$ cat src/hw/rtl/ttc_pkg.sv
package ttc_pkg;

  // Screen geometry
  localparam int COLUMNS    = 80;
  localparam int VIEW_ROWS  = 24;
  localparam int CELL_COUNT = COLUMNS * VIEW_ROWS;
  localparam int COPY_COUNT = CELL_COUNT - COLUMNS;

  // Widths of internal state
  localparam int ADDR_W    = $clog2(CELL_COUNT);
  localparam int ROW_IDX_W = $clog2(VIEW_ROWS);
  localparam int COL_IDX_W = $clog2(COLUMNS);
  localparam int LEN_W     = $clog2(COLUMNS + 1);

  // Widths of the item and result fields
  localparam int REQ_W  = 2;
  localparam int CHAR_W = 8;
  localparam int RROW_W = 5;
  localparam int RCOL_W = 7;
  localparam int POS_W  = 11;
  localparam int CELL_W = 16;
  localparam int ATTR_W = 8;

  localparam int IN_TDATA_W  = 24;
  localparam int OUT_TDATA_W = 32;

  // Request codes
  localparam logic [REQ_W-1:0] REQ_PUT   = 2'd0;
  localparam logic [REQ_W-1:0] REQ_CLEAR = 2'd1;
  localparam logic [REQ_W-1:0] REQ_READ  = 2'd2;

  // Character codes
  localparam logic [CHAR_W-1:0] CHAR_NEWLINE   = 8'd10;
  localparam logic [CHAR_W-1:0] CHAR_BACKSPACE = 8'd8;
  localparam logic [CHAR_W-1:0] CHAR_SPACE     = 8'h20;

  localparam logic [ATTR_W-1:0] RESET_ATTR = 8'h0F;
  localparam logic [CELL_W-1:0] RESET_CELL = {RESET_ATTR, CHAR_SPACE};

  typedef struct packed {
    logic [REQ_W-1:0]  req_type;
    logic [CHAR_W-1:0] char_code;
    logic [RROW_W-1:0] read_row;
    logic [RCOL_W-1:0] read_col;
  } item_t;

  typedef struct packed {
    logic [POS_W-1:0]  cursor_pos;
    logic [CELL_W-1:0] cell_data;
    logic              scrolled;
  } result_t;

  typedef struct packed {
    logic              en;
    logic [ADDR_W-1:0] addr;
    logic [CELL_W-1:0] data;
  } mem_wr_t;

  typedef struct packed {
    logic              en;
    logic [ADDR_W-1:0] addr;
  } mem_rd_t;

endpackage

$ cat src/hw/rtl/ttc_addr.sv
module ttc_addr (
  input  logic [ttc_pkg::ROW_IDX_W-1:0] row,
  input  logic [ttc_pkg::LEN_W-1:0]     col,
  input  logic [ttc_pkg::ADDR_W-1:0]    base,
  input  logic                          use_row,
  output logic [ttc_pkg::ADDR_W-1:0]    sum
);

  logic [ttc_pkg::ADDR_W-1:0] row_base;
  logic [ttc_pkg::ADDR_W-1:0] opnd;

  // Row times the constant line length, or a plain base, plus a column offset
  always_comb begin
    row_base = ttc_pkg::ADDR_W'(row) * ttc_pkg::ADDR_W'(ttc_pkg::COLUMNS);
    opnd     = use_row ? row_base : base;
    sum      = opnd + ttc_pkg::ADDR_W'(col);
  end

endmodule

$ cat src/hw/rtl/ttc_ctrl.sv
module ttc_ctrl (
  input  logic                       clk,
  input  logic                       rst,
  input  logic                       cfg_wr_en,
  input  logic [ttc_pkg::ATTR_W-1:0] cfg_wr_data,
  input  logic                       item_valid,
  input  ttc_pkg::item_t             item,
  output logic                       item_ready,
  output logic                       res_valid,
  input  logic                       res_ready,
  output ttc_pkg::result_t           res,
  output ttc_pkg::mem_wr_t           mem_wr,
  output ttc_pkg::mem_rd_t           mem_rd,
  input  logic [ttc_pkg::CELL_W-1:0] mem_rdata
);

  localparam logic [2:0] S_INIT = 3'd0;
  localparam logic [2:0] S_IDLE = 3'd1;
  localparam logic [2:0] S_EXEC = 3'd2;
  localparam logic [2:0] S_COPY = 3'd3;
  localparam logic [2:0] S_FILL = 3'd4;
  localparam logic [2:0] S_DONE = 3'd5;

  localparam logic [ttc_pkg::ADDR_W-1:0] LAST_ADDR =
    ttc_pkg::ADDR_W'(ttc_pkg::CELL_COUNT - 1);
  localparam logic [ttc_pkg::ADDR_W-1:0] COPY_END =
    ttc_pkg::ADDR_W'(ttc_pkg::COPY_COUNT);

  logic [2:0]                        state;
  logic [ttc_pkg::ADDR_W-1:0]        cnt;
  logic                              pend;
  logic [ttc_pkg::ADDR_W-1:0]        copy_dst;
  logic [ttc_pkg::ROW_IDX_W-1:0]     cur_row;
  logic [ttc_pkg::COL_IDX_W-1:0]     cur_col;
  logic [ttc_pkg::LEN_W-1:0]         row_len [ttc_pkg::VIEW_ROWS];
  logic [ttc_pkg::ATTR_W-1:0]        text_color;
  ttc_pkg::item_t                    item_q;
  logic                              rd_hit;
  logic                              scrolled_q;

  logic [ttc_pkg::COL_IDX_W:0]       col_inc;
  logic [ttc_pkg::ROW_IDX_W:0]       row_inc;
  logic [ttc_pkg::ROW_IDX_W-1:0]     row_dec;
  logic [ttc_pkg::LEN_W-1:0]         prev_len;
  logic                              is_nl;
  logic                              is_bs;
  logic [ttc_pkg::ROW_IDX_W-1:0]     tgt_row;
  logic [ttc_pkg::COL_IDX_W-1:0]     tgt_col;
  logic [ttc_pkg::ROW_IDX_W-1:0]     wr_row;
  logic [ttc_pkg::COL_IDX_W-1:0]     wr_col;
  logic                              len_we;
  logic [ttc_pkg::LEN_W-1:0]         len_val;
  logic                              row_adv;
  logic                              do_scroll;
  logic [ttc_pkg::ROW_IDX_W-1:0]     new_row;
  logic                              rd_in_range;
  logic                              copy_rd;
  logic [ttc_pkg::CELL_W-1:0]        blank;

  logic [ttc_pkg::ROW_IDX_W-1:0]     au_row;
  logic [ttc_pkg::LEN_W-1:0]         au_col;
  logic [ttc_pkg::ADDR_W-1:0]        au_base;
  logic                              au_use_row;
  logic [ttc_pkg::ADDR_W-1:0]        au_sum;

  ttc_addr u_addr (
    .row     (au_row),
    .col     (au_col),
    .base    (au_base),
    .use_row (au_use_row),
    .sum     (au_sum)
  );

  // Cursor movement for one put
  always_comb begin
    col_inc  = {1'b0, cur_col} + 1'b1;
    row_inc  = {1'b0, cur_row} + 1'b1;
    row_dec  = cur_row - 1'b1;
    prev_len = row_len[row_dec];
    is_nl    = item_q.char_code == ttc_pkg::CHAR_NEWLINE;
    is_bs    = item_q.char_code == ttc_pkg::CHAR_BACKSPACE;
    tgt_row  = cur_row;
    tgt_col  = cur_col;
    len_we   = 1'b0;
    len_val  = ttc_pkg::LEN_W'(cur_col);
    row_adv  = 1'b0;
    priority if (is_nl) begin
      len_we  = 1'b1;
      tgt_col = '0;
      row_adv = 1'b1;
    end else if (is_bs) begin
      if (cur_col != '0) begin
        tgt_col = cur_col - 1'b1;
      end else if (cur_row != '0) begin
        tgt_row = row_dec;
        tgt_col = (prev_len >= ttc_pkg::COLUMNS) ?
                  ttc_pkg::COL_IDX_W'(ttc_pkg::COLUMNS - 1) :
                  ttc_pkg::COL_IDX_W'(prev_len);
      end
    end else begin
      len_we = 1'b1;
      if (col_inc >= ttc_pkg::COLUMNS) begin
        len_val = ttc_pkg::LEN_W'(ttc_pkg::COLUMNS);
        tgt_col = '0;
        row_adv = 1'b1;
      end else begin
        len_val = ttc_pkg::LEN_W'(col_inc);
        tgt_col = ttc_pkg::COL_IDX_W'(col_inc);
      end
    end
    wr_row    = is_bs ? tgt_row : cur_row;
    wr_col    = is_bs ? tgt_col : cur_col;
    do_scroll = row_adv && (row_inc >= ttc_pkg::VIEW_ROWS);
    if (!row_adv) begin
      new_row = tgt_row;
    end else if (do_scroll) begin
      new_row = ttc_pkg::ROW_IDX_W'(ttc_pkg::VIEW_ROWS - 1);
    end else begin
      new_row = ttc_pkg::ROW_IDX_W'(row_inc);
    end
    rd_in_range = (item_q.read_row < ttc_pkg::VIEW_ROWS) &&
                  (item_q.read_col < ttc_pkg::COLUMNS);
    copy_rd = cnt < COPY_END;
    blank   = {text_color, ttc_pkg::CHAR_SPACE};
  end

  // Operands of the shared address unit
  always_comb begin
    au_row     = cur_row;
    au_col     = ttc_pkg::LEN_W'(cur_col);
    au_base    = cnt;
    au_use_row = 1'b1;
    unique case (state)
      S_EXEC: begin
        if (item_q.req_type == ttc_pkg::REQ_READ) begin
          au_row = ttc_pkg::ROW_IDX_W'(item_q.read_row);
          au_col = ttc_pkg::LEN_W'(item_q.read_col);
        end else begin
          au_row = wr_row;
          au_col = ttc_pkg::LEN_W'(wr_col);
        end
      end
      S_COPY: begin
        au_col     = ttc_pkg::LEN_W'(ttc_pkg::COLUMNS);
        au_use_row = 1'b0;
      end
      default: begin
      end
    endcase
  end

  // Cell store ports
  always_comb begin
    mem_wr.en   = 1'b0;
    mem_wr.addr = au_sum;
    mem_wr.data = blank;
    mem_rd.en   = 1'b0;
    mem_rd.addr = au_sum;
    unique case (state)
      S_INIT: begin
        mem_wr.en   = 1'b1;
        mem_wr.addr = cnt;
        mem_wr.data = ttc_pkg::RESET_CELL;
      end
      S_EXEC: begin
        mem_wr.en = (item_q.req_type == ttc_pkg::REQ_PUT) && !is_nl;
        if (!is_bs) begin
          mem_wr.data = {text_color, item_q.char_code};
        end
        mem_rd.en = (item_q.req_type == ttc_pkg::REQ_READ) && rd_in_range;
      end
      S_COPY: begin
        mem_wr.en   = pend;
        mem_wr.addr = copy_dst;
        mem_wr.data = mem_rdata;
        mem_rd.en   = copy_rd;
      end
      S_FILL: begin
        mem_wr.en   = 1'b1;
        mem_wr.addr = cnt;
      end
      default: begin
      end
    endcase
  end

  assign item_ready     = state == S_IDLE;
  assign res_valid      = state == S_DONE;
  assign res.cursor_pos = ttc_pkg::POS_W'(au_sum);
  assign res.cell_data  = rd_hit ? mem_rdata : '0;
  assign res.scrolled   = scrolled_q;

  always_ff @(posedge clk) begin
    if (rst) begin
      state      <= S_INIT;
      cnt        <= '0;
      pend       <= 1'b0;
      cur_row    <= '0;
      cur_col    <= '0;
      text_color <= ttc_pkg::RESET_ATTR;
      for (int i = 0; i < ttc_pkg::VIEW_ROWS; i++) begin
        row_len[i] <= '0;
      end
    end else begin
      if (cfg_wr_en) begin
        text_color <= cfg_wr_data;
      end
      unique case (state)
        S_INIT: begin
          if (cnt == LAST_ADDR) begin
            cnt   <= '0;
            state <= S_IDLE;
          end else begin
            cnt <= cnt + 1'b1;
          end
        end
        S_IDLE: begin
          if (item_valid) begin
            state <= S_EXEC;
          end
        end
        S_EXEC: begin
          unique case (item_q.req_type)
            ttc_pkg::REQ_PUT: begin
              cur_row <= new_row;
              cur_col <= tgt_col;
              if (len_we) begin
                row_len[cur_row] <= len_val;
              end
              if (do_scroll) begin
                cnt   <= '0;
                state <= S_COPY;
              end else begin
                state <= S_DONE;
              end
            end
            ttc_pkg::REQ_CLEAR: begin
              cur_row <= '0;
              cur_col <= '0;
              cnt     <= '0;
              for (int i = 0; i < ttc_pkg::VIEW_ROWS; i++) begin
                row_len[i] <= '0;
              end
              state <= S_FILL;
            end
            default: begin
              state <= S_DONE;
            end
          endcase
        end
        S_COPY: begin
          if (copy_rd) begin
            cnt  <= cnt + 1'b1;
            pend <= 1'b1;
          end else begin
            pend <= 1'b0;
            if (!pend) begin
              for (int i = 0; i < ttc_pkg::VIEW_ROWS - 1; i++) begin
                row_len[i] <= row_len[i+1];
              end
              row_len[ttc_pkg::VIEW_ROWS-1] <= '0;
              state <= S_FILL;
            end
          end
        end
        S_FILL: begin
          if (cnt == LAST_ADDR) begin
            state <= S_DONE;
          end else begin
            cnt <= cnt + 1'b1;
          end
        end
        S_DONE: begin
          if (res_ready) begin
            state <= S_IDLE;
          end
        end
        default: begin
          state <= S_INIT;
        end
      endcase
    end
  end

  // Payload: no reset
  always_ff @(posedge clk) begin
    if (state == S_IDLE && item_valid) begin
      item_q <= item;
    end
    if (state == S_EXEC) begin
      rd_hit     <= (item_q.req_type == ttc_pkg::REQ_READ) && rd_in_range;
      scrolled_q <= (item_q.req_type == ttc_pkg::REQ_PUT) && do_scroll;
    end
    if (state == S_COPY && copy_rd) begin
      copy_dst <= cnt;
    end
  end

endmodule

$ cat config.mk
export PLATFORM = sky130hd
export DESIGN_NAME = ttc_ctrl
export DESIGN_NICKNAME = d
export VERILOG_FILES = /design/src/hw/rtl/ttc_pkg.sv /design/src/hw/rtl/ttc_addr.sv /design/src/hw/rtl/ttc_ctrl.sv
export SDC_FILE = /design/constraint.sdc
export NUM_CORES = 1
export LEC_CHECK = 0
export ABC_CLOCK_PERIOD_IN_PS = 4750
export BUFFER_PORTS_ARGS = -buffer_cell sky130_fd_sc_hd__buf_4
export CORE_UTILIZATION = 45
export DETAILED_ROUTE_END_ITERATION = 12
export PLACE_DENSITY = 0.64
export REMOVE_ABC_BUFFERS = 1
export SLEW_MARGIN = 15
export SYNTH_ARGS = -nofsm -noshare
export SYNTH_HDL_FRONTEND = slang
export SYNTH_SLANG_ARGS = --single-unit
$ cat constraint.sdc
create_clock -name clk -period 4.75 [get_ports clk]
set_input_delay 0.2375 -clock clk [delete_from_list [all_inputs] [get_ports clk]]
set_output_delay 0.2375 -clock clk [all_outputs]
set_load 0.01 [all_outputs]
# Word level (Yosys, flattened, before mapping)
# Memory sizes are Yosys's and may differ from the RTL's.
# Cells that the tools add are included.
# totals
ff_bits	70
ramBits	168
input_bits	51
output_inout_bits	70
wordCells	232
n_memories	1
# memory_table
name	words	width	read_ports	rd_clocked_by_memory_dff	wr	line_no	text
row_len	24	7	24	0	24	ttc_ctrl.sv:35	logic [ttc_pkg::LEN_W-1:0] row_len [ttc_pkg::VIEW_ROWS];
# op_classes
n_addsub	6
n_mul	1
magnitude_cmp	6
eq_ne	20
n_mux	118
bitwise	48
n_reduce_logical	19
# op_table
operator	count
7-bit two-way mux	60
11-bit two-way mux	5
5-bit two-way mux	10
1-bit OR	48
16-bit case mux with 3 select lines	1
11-bit case mux with 2 select lines	2
11-bit case mux with 4 select lines	1
7-bit case mux with 2 select lines	2
1-bit two-way mux	23
3-bit two-way mux	7
3-bit case mux with 6 select lines	1
8-bit by 4-bit == test with 1-bit output, second input constant	2
16-bit two-way mux	1
2-bit inequality test, second input constant	7
11-bit by 1-bit adder with 11-bit output, second input constant	1
11-bit by 7-bit adder with 11-bit output	1
11-bit == test, second input constant	1
11-bit less-than comparator, second input constant	1
5-bit case mux with 2 select lines	1
7-bit by 1-bit adder with 8-bit output, second input constant	1
8-bit by 7-bit >= comparator with 1-bit output, second input constant	1
8-bit two-way mux	1
7-bit >= comparator, second input constant	1
1-bit logical AND	7
other kinds (30)	32

# Depth between registers and ports, before layout
# Gate-level depths: netlist (run 1).
# An unclocked memory read counts as a cell.
# depth
word_depth	13
ltp_mapped	25
mapped_depth_nobuf	21

# Modules after synthesis
# Synthesis (run 1) repeated with hierarchy kept, for this count alone.
# unflattened
cells_unflattened	1479
area_unflattened_um2	15882.7
# by_module_without_submodules
mod	n_inst	cells_per_inst	area_each_um2	seq_area_each_um2
ttc_ctrl	1	1397	15220.8	8478.1
ttc_addr	1	82	661.9	0.0

# Least setup slack after synthesis (run 1)
# Ideal clock, no wire load.
# synth_timing
path_kind	register to output
start	register cur_row[0] (netlist bit)
end	output mem_wr[25] (netlist bit)
arrival_time_ps	5042
required_time_ps	4513
slack_ps	-530
path_stages_with_launch	22
n_path_buf	4
cell_sequence	dfxtp_1 -> inv_1 -> buf_2 -> ha_1 -> buf_4 -> buf_4 -> clkbuf_1 -> mux4_2 -> mux4_2 -> mux2i_1 -> nand3_1 -> nand3_1 -> o21ai_1 -> ha_1 -> a21o_1 -> a21oi_1 -> nor2b_1 -> o21a_1 -> o41ai_1 -> nor2_1 -> xnor2_1 -> a21o_1
# synth_lines
item	line_no	text
start, declared	ttc_ctrl.sv:33	logic [ttc_pkg::ROW_IDX_W-1:0] cur_row;
start signal, assigned	ttc_ctrl.sv:225	cur_row <= new_row;
end, declared	ttc_ctrl.sv:12	output ttc_pkg::mem_wr_t mem_wr,

==> summary.txt, run 1 <==
Job
  – Max Cap Viol: 0

Route
  – Drt total wl: 44500 µm
  – Drt first pass iters: 6
  – Vias: around 13k
  – Residual DRC count: 0
  – Via density: 5.95
  – Final ANT Viol Nets: 0
  – Initial DRC Count: 1168
  – Wire per inst: 21.2 µm

Placement
  – DP HPWL: 30000 µm
  – Port bufs: 120
  – Placed cell count: 1989
  – Placed Area: 0.0174 mm²
  – Global placer's final weighted congestion: 0.923

Synthesis
  – Post-synth design cell area: 0.0159 mm²
  – Most area-hungry cell type in the Yosys netlist: edfxtp_1
  – Synth top area share: 49.0%
  – Adder-Cell Fraction of Synth Area: 1.91%
  – Post-synthesis compound-gate area fraction: 12.3%
  – Mapped Cells: 1471
  – Cell variety after synth: 70
  – Sequential area share after synthesis: 53.5%
  – Largest family of logic cells by synthesized area: simple AND/OR/NAND/NOR gates
  – Top cells by count, synth: nand2_1 (301), edfxtp_1 (259), o21ai_1 (107)
  – #FFs+latches synth: ~290
  – Synth warn: 0
  – Top-count cell post-synth: nand2_1
  – Mean post-synth cell area: approximately 11 µm²
  – Post-synth EDFFs: approximately 260
  – Post-synthesis simple-gate area fraction: between 10% and 20%
  – Synth async-reset ratio: 0%
  – Main synth FF type: edfxtp_1
  – Largest cells by area after synthesis: edfxtp_1 (49%), nand2_1 (7.1%), mux4_2 (7.0%), dfxtp_1 (4.4%), mux2i_1 (4.4%)
  – Post-synthesis mux area share: a little under an eighth
  – Synth Area in XOR/XNOR: roughly 1.7%

GRT
  – Vias in the first global route: 12.1k
  – Initial antenna violation count: 1
  – Largest net degree at the start of global routing: 162
  – Grt total ovfl: 0
  – Total global-route track usage: 24.4%
  – First-pass GRT wire length: 68400 µm

Power and ir drop
  – Peak supply drop: around 330 µV
  – PD cells: ~290 mW/mm²
  – Final Power: 5.52 mW
  – Leakage: 6.89 nW

Setup path
  – Reg2reg end: row_len[3][2]$_DFFE_PP_
  – Worst EP required: 4.51 ns
  – CP max FO: 7
  – Worst r2r src: state[1]$_SDFFE_PP0P_
  – CP startpoint kind: flip-flop
  – FF-to-FF path depth: 7
  – Critical path class: flip-flop to output port
  – Internal reg-to-reg setup slack: roughly 0.84 ns
  – Setup crit start: cur_row[0]$_SDFFE_PP0P_
  – Worst Path Arrival: 4.83 ns
  – Capture point of the worst path: res[25]
  – CP endpoint kind: output port

Finish
  – Fin area: 0.0193 mm²
  – Area Overhead vs Synth: 21.9%
  – Utilization after layout: 55.8%
  – Share of layout cells above drive strength 1: 22.6%
  – Final #Nets: 1701
  – Post-Layout Cell Count: 2105
  – Diode count: 0

Clocking
  – Total CTS buffers: 34
  – Longest Clk Path Bufs: 3
  – Worst-skew pair later-pin latency: roughly 0.52 ns
  – Htree depth: 2
  – Root Driver: clkbuf_16
  – TritonCTS clock tree: yes
  – Clock Sinks: 294
  – CTS clk-pin slew, worst paths: 0.06 ns

STA
  – Final worst setup slack: -0.320 ns
  – Setup-failing EPs final: 16
  – Max Freq: 0.197 GHz
  – Clock skew after layout: 0.0198 ns
  – Fin crit share: 107%
  – RSZ-0062 raised after global routing: true
  – Max-slew headroom: 29.1%
  – Worst-margin pin slew: 1.06 ns
  – Final min period: 5.07 ns
  – Hold Vio Cnt, Final: 0
  – Final Slew Violations: 0

Floorplan
  – DIE AREA: 0.0360 mm²
  – Die H: 190 µm
  – Die width: 190 µm
  – Core area: between 0.03 and 0.04 mm²
  – Io pins: 121
  – Initial core utilization: 45.8%
  – # rows: between 60 and 70

Run status
  – Violated checks: setup timing
  – Status: finished, violations left

Worst hold path
  – Worst min path class: input pin to flip-flop
cell type report:
type | count | area, µm²
flip-flops and latches | 294 | 8480
multi-input cells | 1046 | 7100
clock buffers | 47 | 973
well taps | 455 | 569
repair buffers | 230 | 2070
clock inverters | 12 | 60.1
fillers | 2872 | 15300
inverters | 21 | 78.8
placed cells by master, fill, tap and decap left out, types with 4 or more instances in the layout:
cell,synthesis,layout
clkbuf_16,0,40
and2_1,21,20
a211oi_1,6,6
nand3_1,40,32
mux2i_2,0,4
xnor2_2,0,5
edfxtp_1,259,259
o21ai_1,107,108
clkinv_2,0,6
nor3_1,13,12
a21o_1,10,10
o31ai_1,4,4
xnor2_1,19,14
a32oi_1,7,7
clkinv_1,1,5
dfxtp_1,35,32
nor2b_1,21,20
a211o_1,5,5
nand2_1,301,301
and3_1,13,12
a22oi_1,19,16
mux4_2,49,49
o22ai_1,12,11
o21ai_0,93,91
inv_1,20,17
nor2_1,81,78
dlygate4sd3_1,0,30
xor2_1,12,9
nand3_2,0,8
nand4_1,8,8
buf_12,0,11
clkbuf_1,64,9
buf_4,18,180
nand2b_1,6,5
mux2i_1,70,66
ha_1,21,17
a21oi_1,42,38
repair_timing:
action,CTS,global route
endpoints found under the hold margin,30,0
resized for setup,29,33
pin swaps,16,19
setup endpoints to repair,21,22
hold buffers,30,0
gates cloned,3,4
setup buffers,12,9
worst max-delay path: stages (launching register included):
cell      delay, ns
dfxtp_2        0.33
inv_2          0.05
ha_4           0.27
buf_12         0.15
buf_16         0.14
mux2i_2        0.14
mux4_2         0.52
nand3_2        0.10
and4_4         0.25
o21bai_4       0.10
a31oi_4        0.20
nand3_2        0.08
nand2_1        0.08
ha_2           0.18
inv_2          0.04
fa_2           0.34
nor2b_1        0.13
o21ai_1        0.08
nand2b_1       0.11
a21o_1         0.19
a31oi_4        0.12
nand2b_4       0.16
xor2_1         0.14
mux2i_1        0.22
buf_4          0.17
layer usage:
metal / track usage, % / share of wire [%] / vias to the layer above
met4: 6.33 / 2.1 / 2
met5: 0 / 0.029 / -
met2: 39.6 / 48 / 619
met1: 33.9 / 41 / 6115
met3: 4.19 / 8.7 / 73
li1: - / - / 5720
stage by stage:
stage               TNS [ns]  worst slack, ns  hold WS (ns)
floorplan           -1202.60            -4.33         0.304
global placement           0           0.0940         0.416
detailed placement         0           0.0333         0.417
CTS                    -2.48           -0.295        0.0492
global route           -6.21           -0.497        0.0681
finish                 -2.98           -0.320        0.0626
logic make-up after synthesis:
group                    after synthesis
multiplexers                         122
buffers and inverters                131
XOR/XNOR                              31
flip-flops                           294
adder cells (fa/ha/maj)               23
AO/OA/AOI/OAI                        334
AND/OR/NAND/NOR                      536
power breakdown:
group / internal, mW / switching (mW) / total [mW] / leakage (nW)
clock network: 1.43 / 1.02 / 2.45 / 0.504
logic: 0.0858 / 0.0841 / 0.170 / 3.51
registers: 2.86 / 0.0418 / 2.90 / 2.88
total: 4.37 / 1.15 / 5.52 / 6.89
registers in the layout, indices dropped and copies added, names as in the netlist:
| signal | cells |
|---|---|
| state | 3 |
| row_len | 224 |
| copy_dst | 11 |
| item_q | 22 |
| pend | 1 |
| cur_row | 5 |
| scrolled_q | 1 |
| rd_hit | 1 |
| au_base | 11 |
| text_color | 8 |
| cur_col | 7 |
worst min path at each step:
stage	start	end	slack, ns	cells past startpoint
finish	cfg_wr_en	text_color[2]$_SDFFE_PP1P_	0.06	2
global route	cfg_wr_en	text_color[3]$_SDFFE_PP1P_	0.07	2
CTS	cfg_wr_en	text_color[2]$_SDFFE_PP1P_	0.05	2
detailed placement	item[21]	item_q[21]$_DFFE_PP_	0.42	1
global placement	item[14]	item_q[14]$_DFFE_PP_	0.42	1
floorplan	rst	cur_col[3]$_SDFFE_PP0P_	0.30	1
No activity file was read; power rests on OpenSTA's default activity.
==> run 2: changes to the inputs <==
Settings changed: ABC_CLOCK_PERIOD_IN_PS 4750 to 4500, SYNTH_HIERARCHICAL from default to 1.
Clock period 4.75 ns to 4.5 ns, I/O delays scaled along.
==> run 2 against run 1 <==
  * Count of clock-buffer cells in the layout down 5
  * Setup slack better by 0.11 ns
  * Register-to-register slack lost 0.06 ns
  * Synthesized cell count is 0.54% higher
  * Critical path type unchanged
  * Highest routed layer is now met4
  * Core utilization rose by 2.1 points
  * Area after synthesis up 0.16%
  * Cell count up 2.4%
  * Combinational power rose by 3%
  * The run still ends with setup timing left
  * Global-route usage grew 1.0 points
  * Critical path depth is 3 lower
==> summary.txt, run 2 <==
STA
  – Final worst setup slack: -0.207 ns (was -0.320 ns)
  – Setup TNS: -2.97 ns (was -2.98 ns)
  – Fin crit share: 105%
  – RSZ-0062 raised after global routing: true (unchanged)
  – Clock skew after layout: 0.0256 ns (was 0.0198 ns)
  – Max-slew headroom: 25.4% (was 29.1%)
  – Max Freq: 0.212 GHz
  – Setup-failing EPs final: 22 (was 16)
  – Worst-margin pin slew: 1.12 ns (was 1.06 ns)
  – Hold Vio Cnt, Final: 0 (unchanged)
  – Final Slew Violations: 0 (unchanged)
  – Final min period: between 4 and 5 ns
  – Min Hold Slack: 0.0359 ns (was 0.0626 ns)

Clocking
  – TritonCTS clock tree: yes (unchanged)
  – Clock Sinks: 294 (unchanged)
  – Root Driver: clkbuf_16 (unchanged)
  – CTS clk-pin slew, worst paths: 0.06 ns (about the same)
  – Total CTS buffers: 34 (unchanged)
  – Htree depth: 2 (unchanged)
  – Longest Clk Path Bufs: 3 (unchanged)
  – Worst-skew pair later-pin latency: 0.53 ns (was 0.52 ns)

Finish
  – Footprint of the multi-input gates: 0.00736 mm² (was 0.00710 mm²)
  – Final #Nets: 1753 (was 1701)
  – Area Overhead vs Synth: 26.3% (was 21.9%)
  – Most common cell after layout, fill and taps aside: nand2_1 (unchanged)
  – Post-Layout Cell Count: 2156 (was 2105)
  – Commonest non-fill, non-tap cells in the layout: nand2_1 (289), edfxtp_1 (259), buf_4 (206), o21ai_0 (198), nor2_1 (82) (was nand2_1 (301), edfxtp_1 (259), buf_4 (180), o21ai_1 (108), o21ai_0 (91))
  – Fillers: 2832 (was 2872)
  – Register area: 0.00849 mm² (was 0.00848 mm²)
  – Largest reg by FF count: row_len (unchanged)
  – Top Registers: row_len x224, item_q x22 (unchanged)
  – Utilization after layout: 57.9% (was 55.8%)
  – Fin area: 0.0201 mm² (was 0.0193 mm²)
  – Diode count: 0 (unchanged)
  – Max reg flops: 224 (unchanged)
  – Share of layout cells above drive strength 1: 26.5% (was 22.6%)

Power and ir drop
  – Final Power: 5.88 mW (was 5.52 mW)
  – PD cells: 293 mW/mm² (was 285 mW/mm²)
  – Leakage: 7.38 nW (was 6.89 nW)
  – Peak supply drop: 273 µV (was 332 µV)

Placement
  – Global placer's final weighted congestion: 0.954 (was 0.923)
  – Placed Area: 0.0176 mm² (was 0.0174 mm²)
  – Port bufs: 120 (unchanged)
  – DP HPWL: 31300 µm (was 30000 µm)
  – Dpl ws: -0.146 ns (was 0.0333 ns)
  – Placed cell count: 2022 (was 1989)

Route
  – Final ANT Viol Nets: 0 (unchanged)
  – Initial DRC Count: 1256 (was 1168)
  – Drt first pass iters: 7 (was 6)
  – Residual DRC count: 0 (unchanged)
  – Via density: 5.93 (was 5.95)
  – Drt total wl: 46300 µm (was 44500 µm)
  – Vias: 12.8k (was 12.5k)
  – Wire per inst: 21.5 µm (was 21.2 µm)

Run status
  – Violated checks: setup timing (unchanged)
  – Status: finished, violations left (unchanged)

Synthesis
  – Synth async-reset ratio: 0% (unchanged)
  – Top cells by count, synth: nand2_1 (295), edfxtp_1 (259), o21ai_0 (208) (was nand2_1 (301), edfxtp_1 (259), o21ai_1 (107))
  – Mapped Cells: 1479 (was 1471)
  – Mean post-synth cell area: 10.7 µm² (was 10.8 µm²)
  – Post-synth design cell area: 0.0159 mm² (about the same)
  – Synth warn: 6 (was 0)
  – Cell variety after synth: 79 (was 70)
  – Largest cells by area after synthesis: edfxtp_1 (49%), mux4_2 (7.7%), nand2_1 (7.0%), o21ai_0 (6.6%), dfxtp_1 (4.4%) (was edfxtp_1 (49%), nand2_1 (7.1%), mux4_2 (7.0%), dfxtp_1 (4.4%), mux2i_1 (4.4%))
  – Main synth FF type: edfxtp_1 (unchanged)
  – Sequential area share after synthesis: 53.4% (was 53.5%)
  – #FFs+latches synth: 294 (unchanged)
  – Synth top area share: 49.0% (about the same)
  – Most area-hungry cell type in the Yosys netlist: edfxtp_1 (unchanged)
  – Post-synth EDFFs: 259 (unchanged)
  – Top-count cell post-synth: nand2_1 (unchanged)

Worst hold path
  – Worst min path class: input pin to flip-flop (unchanged)

Setup path
  – CP max FO: 11 (was 7)
  – CP startpoint kind: flip-flop (unchanged)
  – CP endpoint kind: output port (unchanged)
  – Critical path class: flip-flop to output port (unchanged)
  – Worst Path Arrival: 4.48 ns (was 4.83 ns)
  – Worst EP required: 4.28 ns (was 4.51 ns)

Floorplan
  – # rows: 68 (unchanged)
  – DIE AREA: 0.0361 mm² (was 0.0360 mm²)
  – Core area: 0.0346 mm² (unchanged)
  – Initial core utilization: 45.9% (was 45.8%)
  – Die H: 190 µm (about the same)
  – Io pins: 121 (unchanged)
  – Die width: 190 µm (about the same)

GRT
  – Largest net degree at the start of global routing: 162 (unchanged)
  – Grt total ovfl: 0 (unchanged)
  – Vias in the first global route: 12.3k (was 12.1k)
  – Total global-route track usage: 25.4% (was 24.4%)
  – First-pass GRT wire length: 70700 µm (was 68400 µm)
  – Initial antenna violation count: 0 (was 1)

Job
  – Max Cap Viol: 0 (unchanged)
-- run 2: logic make-up after synthesis --
group | share of synthesized area, %
simple gates | 14.8
flops | 53.4
xor+xnor | 1.33
compound gates | 13.5
buf+inv | 4.20
fa+ha+maj | 1.91
mux | 10.9
-- run 2: final cells by class --
| type | instances | share of cell area, % |
|---|---|---|
| inverter | 38 | 0.767 |
| tap | 455 | 2.84 |
| clock buffer | 42 | 4.50 |
| clock inverter | 16 | 0.723 |
| multi-input combinational | 1038 | 36.7 |
| timing repair buffer | 273 | 12.2 |
| sequential | 294 | 42.3 |
-- run 2: what timing repair did --
item | 4_1_cts | 5_1_grt
hold buffers | 30 | 0
pin swaps | 47 | 33
setup endpoints to repair | 28 | 27
buffers inserted | 24 | 17
endpoints found under the hold margin | 30 | 0
resized for setup | 90 | 64
gates cloned | 4 | 0
-- run 2: worst paths after layout --
kind	start	end	slack, ns	cells after the start
setup / recovery	cur_row[0]$_SDFFE_PP0P_	mem_wr[23]	-0.21	21
hold reg to reg	text_color[5]$_SDFFE_PP0P_	text_color[5]$_SDFFE_PP0P_	0.50	2
setup reg to reg	state[2]$_SDFFE_PP0P_	row_len[2][2]$_DFFE_PP_	0.78	7
hold / removal	cfg_wr_en	text_color[0]$_SDFFE_PP1P_	0.04	2
-- run 2: critical path: stages (launching register included) --
cell and delay, ns:
dfxtp_4 0.39, inv_6 0.05, ha_4 0.26, buf_4 0.14, buf_12 0.14, mux2i_1 0.13
mux4_2 0.51, nand2_2 0.09, nand4_1 0.20, o31ai_1 0.30, buf_4 0.17, nand3_2 0.08
a31oi_1 0.18, buf_4 0.15, ha_4 0.23, nand3_4 0.10, o2111ai_4 0.13, a21oi_2 0.21
xor2_2 0.20, nand2_1 0.08, nand2_1 0.11, buf_6 0.10
-- run 2: per-layer routing --
metal	GRT usage (%)	up-vias	part of all wire, %
met3	3.89	105	8.0
met5	0	-	0
li1	-	5848	-
met2	41.4	620	48
met1	34.5	6215	41
met4	9.09	0	2.9
-- run 2: where the power goes --
| group | internal, mW | switching (mW) | leakage (nW) |
|---|---|---|---|
| combinational | 0.0892 | 0.0857 | 3.95 |
| clock | 1.54 | 1.11 | 0.506 |
| sequential | 3.01 | 0.0414 | 2.92 |
| total | 4.64 | 1.24 | 7.38 |
==> run 3: changes to the inputs <==
Settings changed: ABC_AREA from default to 1.
==> run 3 against run 2 <==
  * Critical path depth rose by 10
  * Clock skew fell by 0.0088 ns
  * The run still ends with setup timing left
  * Flip-flop and latch count did not move
  * Final area fell by 2.3%
  * Total power rose by 3.5%
  * Maximum frequency rose by 3.7%
  * Core utilization fell by 2.9 points
  * Critical endpoint is now mem_wr[26]
  * Clock power rose by 7.9%
==> summary.txt, run 3 <==
Synthesis
  – Mean post-synth cell area: 8.54 µm² (was 10.7 µm²)
  – Largest cells by area after synthesis: edfxtp_1 (48%), nand2_1 (11%), nand3_1 (5.4%), inv_1 (4.4%), dfxtp_1 (4.3%) (was edfxtp_1 (49%), mux4_2 (7.7%), nand2_1 (7.0%), o21ai_0 (6.6%), dfxtp_1 (4.4%))
  – Synth async-reset ratio: 0% (unchanged)
  – Post-synth EDFFs: 259 (unchanged)
  – Main synth FF type: edfxtp_1 (unchanged)
  – Mapped Cells: 1902 (was 1479)
  – Most area-hungry cell type in the Yosys netlist: edfxtp_1 (unchanged)
  – Cell variety after synth: 55 (was 79)
  – Post-synth design cell area: 0.0162 mm² (was 0.0159 mm²)
  – Top-count cell post-synth: nand2_1 (unchanged)
  – Synth top area share: 47.9% (was 49.0%)
  – Top cells by count, synth: nand2_1 (462), edfxtp_1 (259), inv_1 (192) (was nand2_1 (295), edfxtp_1 (259), o21ai_0 (208))
  – Synth warn: 6 (unchanged)
  – #FFs+latches synth: 294 (unchanged)
  – Sequential area share after synthesis: 52.2% (was 53.4%)

Placement
  – Global placer's final weighted congestion: 0.964 (was 0.954)
  – DP HPWL: 31600 µm (was 31300 µm)
  – Placed Area: 0.0176 mm² (about the same)
  – Port bufs: 120 (unchanged)
  – Dpl ws: 0.211 ns (was -0.146 ns)

Floorplan
  – Die width: 192 µm (was 190 µm)
  – Initial core utilization: 45.7% (was 45.9%)
  – Die H: 192 µm (was 190 µm)
  – Io pins: 121 (unchanged)
  – DIE AREA: 0.0369 mm² (was 0.0361 mm²)
  – # rows: 69 (was 68)
  – Core area: 0.0356 mm² (was 0.0346 mm²)

Route
  – Via density: 5.71 (was 5.93)
  – Drt total wl: 48600 µm (was 46300 µm)
  – Residual DRC count: 0 (unchanged)
  – Wire per inst: 19.3 µm (was 21.5 µm)
  – Initial DRC Count: 1379 (was 1256)
  – Drt first pass iters: 6 (was 7)
  – Vias: 14.4k (was 12.8k)
  – Final ANT Viol Nets: 0 (unchanged)

Finish
  – Share of layout cells above drive strength 1: 18.0% (was 26.5%)
  – Max reg flops: 224 (unchanged)
  – Most common cell after layout, fill and taps aside: nand2_1 (unchanged)
  – Area Overhead vs Synth: 20.7% (was 26.3%)
  – Largest reg by FF count: row_len (unchanged)
  – Commonest non-fill, non-tap cells in the layout: nand2_1 (447), edfxtp_1 (259), inv_1 (188), buf_4 (166), nand3_1 (160) (was nand2_1 (289), edfxtp_1 (259), buf_4 (206), o21ai_0 (198), nor2_1 (82))
  – Utilization after layout: 55.1% (was 57.9%)
  – Fin area: 0.0196 mm² (was 0.0201 mm²)
  – Top Registers: row_len x224, item_q x22 (unchanged)
  – Final #Nets: 2111 (was 1753)
  – Diode count: 0 (unchanged)

STA
  – RSZ-0062 raised after global routing: true (unchanged)
  – Clock skew after layout: 0.0168 ns (was 0.0256 ns)
  – Final worst setup slack: -0.0392 ns (was -0.207 ns)
  – Hold Vio Cnt, Final: 0 (unchanged)
  – Fin crit share: 101% (was 105%)
  – Final min period: 4.54 ns (was 4.71 ns)
  – Final Slew Violations: 0 (unchanged)
  – Max-slew headroom: 23.1% (was 25.4%)
  – Setup-failing EPs final: 3 (was 22)
  – Worst-margin pin slew: 1.15 ns (was 1.12 ns)
  – Max Freq: 0.220 GHz (was 0.212 GHz)

Run status
  – Violated checks: setup timing (unchanged)
  – Status: finished, violations left (unchanged)

Power and ir drop
  – PD cells: 310 mW/mm² (was 293 mW/mm²)
  – Clock power frac: 47.0% (was 45.1%)
  – Sequential Power Share: 50.0% (was 51.9%)
  – Gate power share: 3.0% (about the same)
  – Pint: 4.82 mW (was 4.64 mW)
  – Net load switching power: 1.25 mW (was 1.24 mW)
  – Leakage: 7.83 nW (was 7.38 nW)
  – Peak supply drop: 384 µV (was 273 µV)
  – Sw frac: 20.6% (was 21.0%)

GRT
  – Initial antenna violation count: 0 (unchanged)
  – Largest net degree at the start of global routing: 164 (was 162)
  – Grt total ovfl: 0 (unchanged)
  – First-pass GRT wire length: 75400 µm (was 70700 µm)
  – Total global-route track usage: 26.2% (was 25.4%)
  – Vias in the first global route: 13.7k (was 12.3k)

Setup path
  – CP max FO: 10 (was 11)
  – Worst r2r src: item_q[17]$_DFFE_PP_ (was state[2]$_SDFFE_PP0P_)
  – Max incr delay on CP: 0.40 ns (was 0.51 ns)
  – Setup crit start: cur_row[0]$_SDFFE_PP0P_ (unchanged)
  – Most frequent CP cell: nand2_1 (was buf_4)
  – Worst Path Arrival: 4.31 ns (was 4.48 ns)
  – CP startpoint kind: flip-flop (unchanged)
  – Critical path class: flip-flop to output port (unchanged)
  – Worst EP required: 4.28 ns (about the same)
  – Critical path's slowest cell: fa_2 (was mux4_2)
  – Crit-path leading delay family: simple AND/OR/NAND/NOR gates (was compound AO/OA/AOI/OAI gates)
  – CP Buf/Inv Count: 4 (was 6)
  – CP endpoint kind: output port (unchanged)

Clocking
  – Root Driver: clkbuf_16 (unchanged)
  – CTS clk-pin slew, worst paths: 0.06 ns (about the same)
  – Longest Clk Path Bufs: 3 (unchanged)
  – Total CTS buffers: 35 (was 34)
  – Worst-skew pair later-pin latency: 0.54 ns (was 0.53 ns)
  – Clock Sinks: 294 (unchanged)
  – TritonCTS clock tree: yes (unchanged)
  – Htree depth: 2 (unchanged)

Job
  – Max Cap Viol: 0 (unchanged)

Worst hold path
  – Hold_sp: cfg_wr_en (unchanged)
  – Worst min path class: input pin to flip-flop (unchanged)
## run 3: worst paths after layout
path / to / slack (ns) / cells after the start
setup reg to reg: row_len[0][3]$_DFFE_PP_ / 0.48 / 10
setup / recovery: mem_wr[26] / -0.04 / 31
hold reg to reg: text_color[2]$_SDFFE_PP1P_ / 0.46 / 2
hold / removal: text_color[0]$_SDFFE_PP1P_ / 0.04 / 3
## run 3: cell type report
type / instances / area, µm²
Fill cell: 3202 / 16000
Sequential cell: 294 / 8490
Multi-Input combinational cell: 1279 / 6710
Timing Repair Buffer: 214 / 1880
Clock buffer: 51 / 978
Inverter: 213 / 818
Tap cell: 461 / 577
Clock inverter: 11 / 153
## run 3: worst min-delay path, stage by stage
cell     delay, ns
buf_4         0.15
nand2_1       0.09
nand3_1       0.08
## run 3: kinds of logic after synthesis
family | Yosys count | share of synthesized area (%)
AND/OR/NAND/NOR | 821 | 21.8
AO/OA/AOI/OAI | 410 | 14.3
buffers and inverters | 329 | 8.46
flip-flops | 294 | 52.2
XOR/XNOR | 25 | 1.35
adder cells (fa/ha/maj) | 23 | 1.86
## run 3: per-stage QoR
| step | hold slack, ns | power (mW) | cells | setup TNS, ns |
|---|---|---|---|---|
| after global routing | 0.0505 | 6.23 | 2523 | -2.28 |
| after CTS | 0.0180 | 6.11 | 2516 | 0 |
| after detailed placement | 0.404 | 3.25 | 2416 | 0 |
| after global placement | 0.404 | 3.25 | 2416 | 0 |
| after floorplan | 0.294 | 3.16 | 1786 | -374.54 |
| final | 0.0374 | 6.08 | 2523 | -0.0765 |
## run 3: per-layer routing
layer | track usage (%) | up-vias | routed length (µm)
li1 | - | 6763 | -
met3 | 3.96 | 86 | 4020
met2 | 43.0 | 670 | 23100
met5 | 0 | - | 0
met4 | 8.24 | 0 | 1080
met1 | 35.6 | 6881 | 20400
## run 3: power by group through the flow
stage | Clock [mW] | Combinational [mW] | Sequential [mW]
after floorplan | 0 | 0.0777 | 3.08
after detailed placement | 0 | 0.159 | 3.09
after CTS | 2.89 | 0.182 | 3.04
after global placement | 0 | 0.156 | 3.09
after global routing | 2.99 | 0.203 | 3.04
final | 2.86 | 0.185 | 3.04
## run 3: timing repair
item	in CTS	in global routing
gates cloned	2	1
hold buffers	33	0
pin swaps	10	17
setup endpoints to repair	22	26
buffers inserted	3	6
resized for setup	47	50
endpoints found under the hold margin	30	0
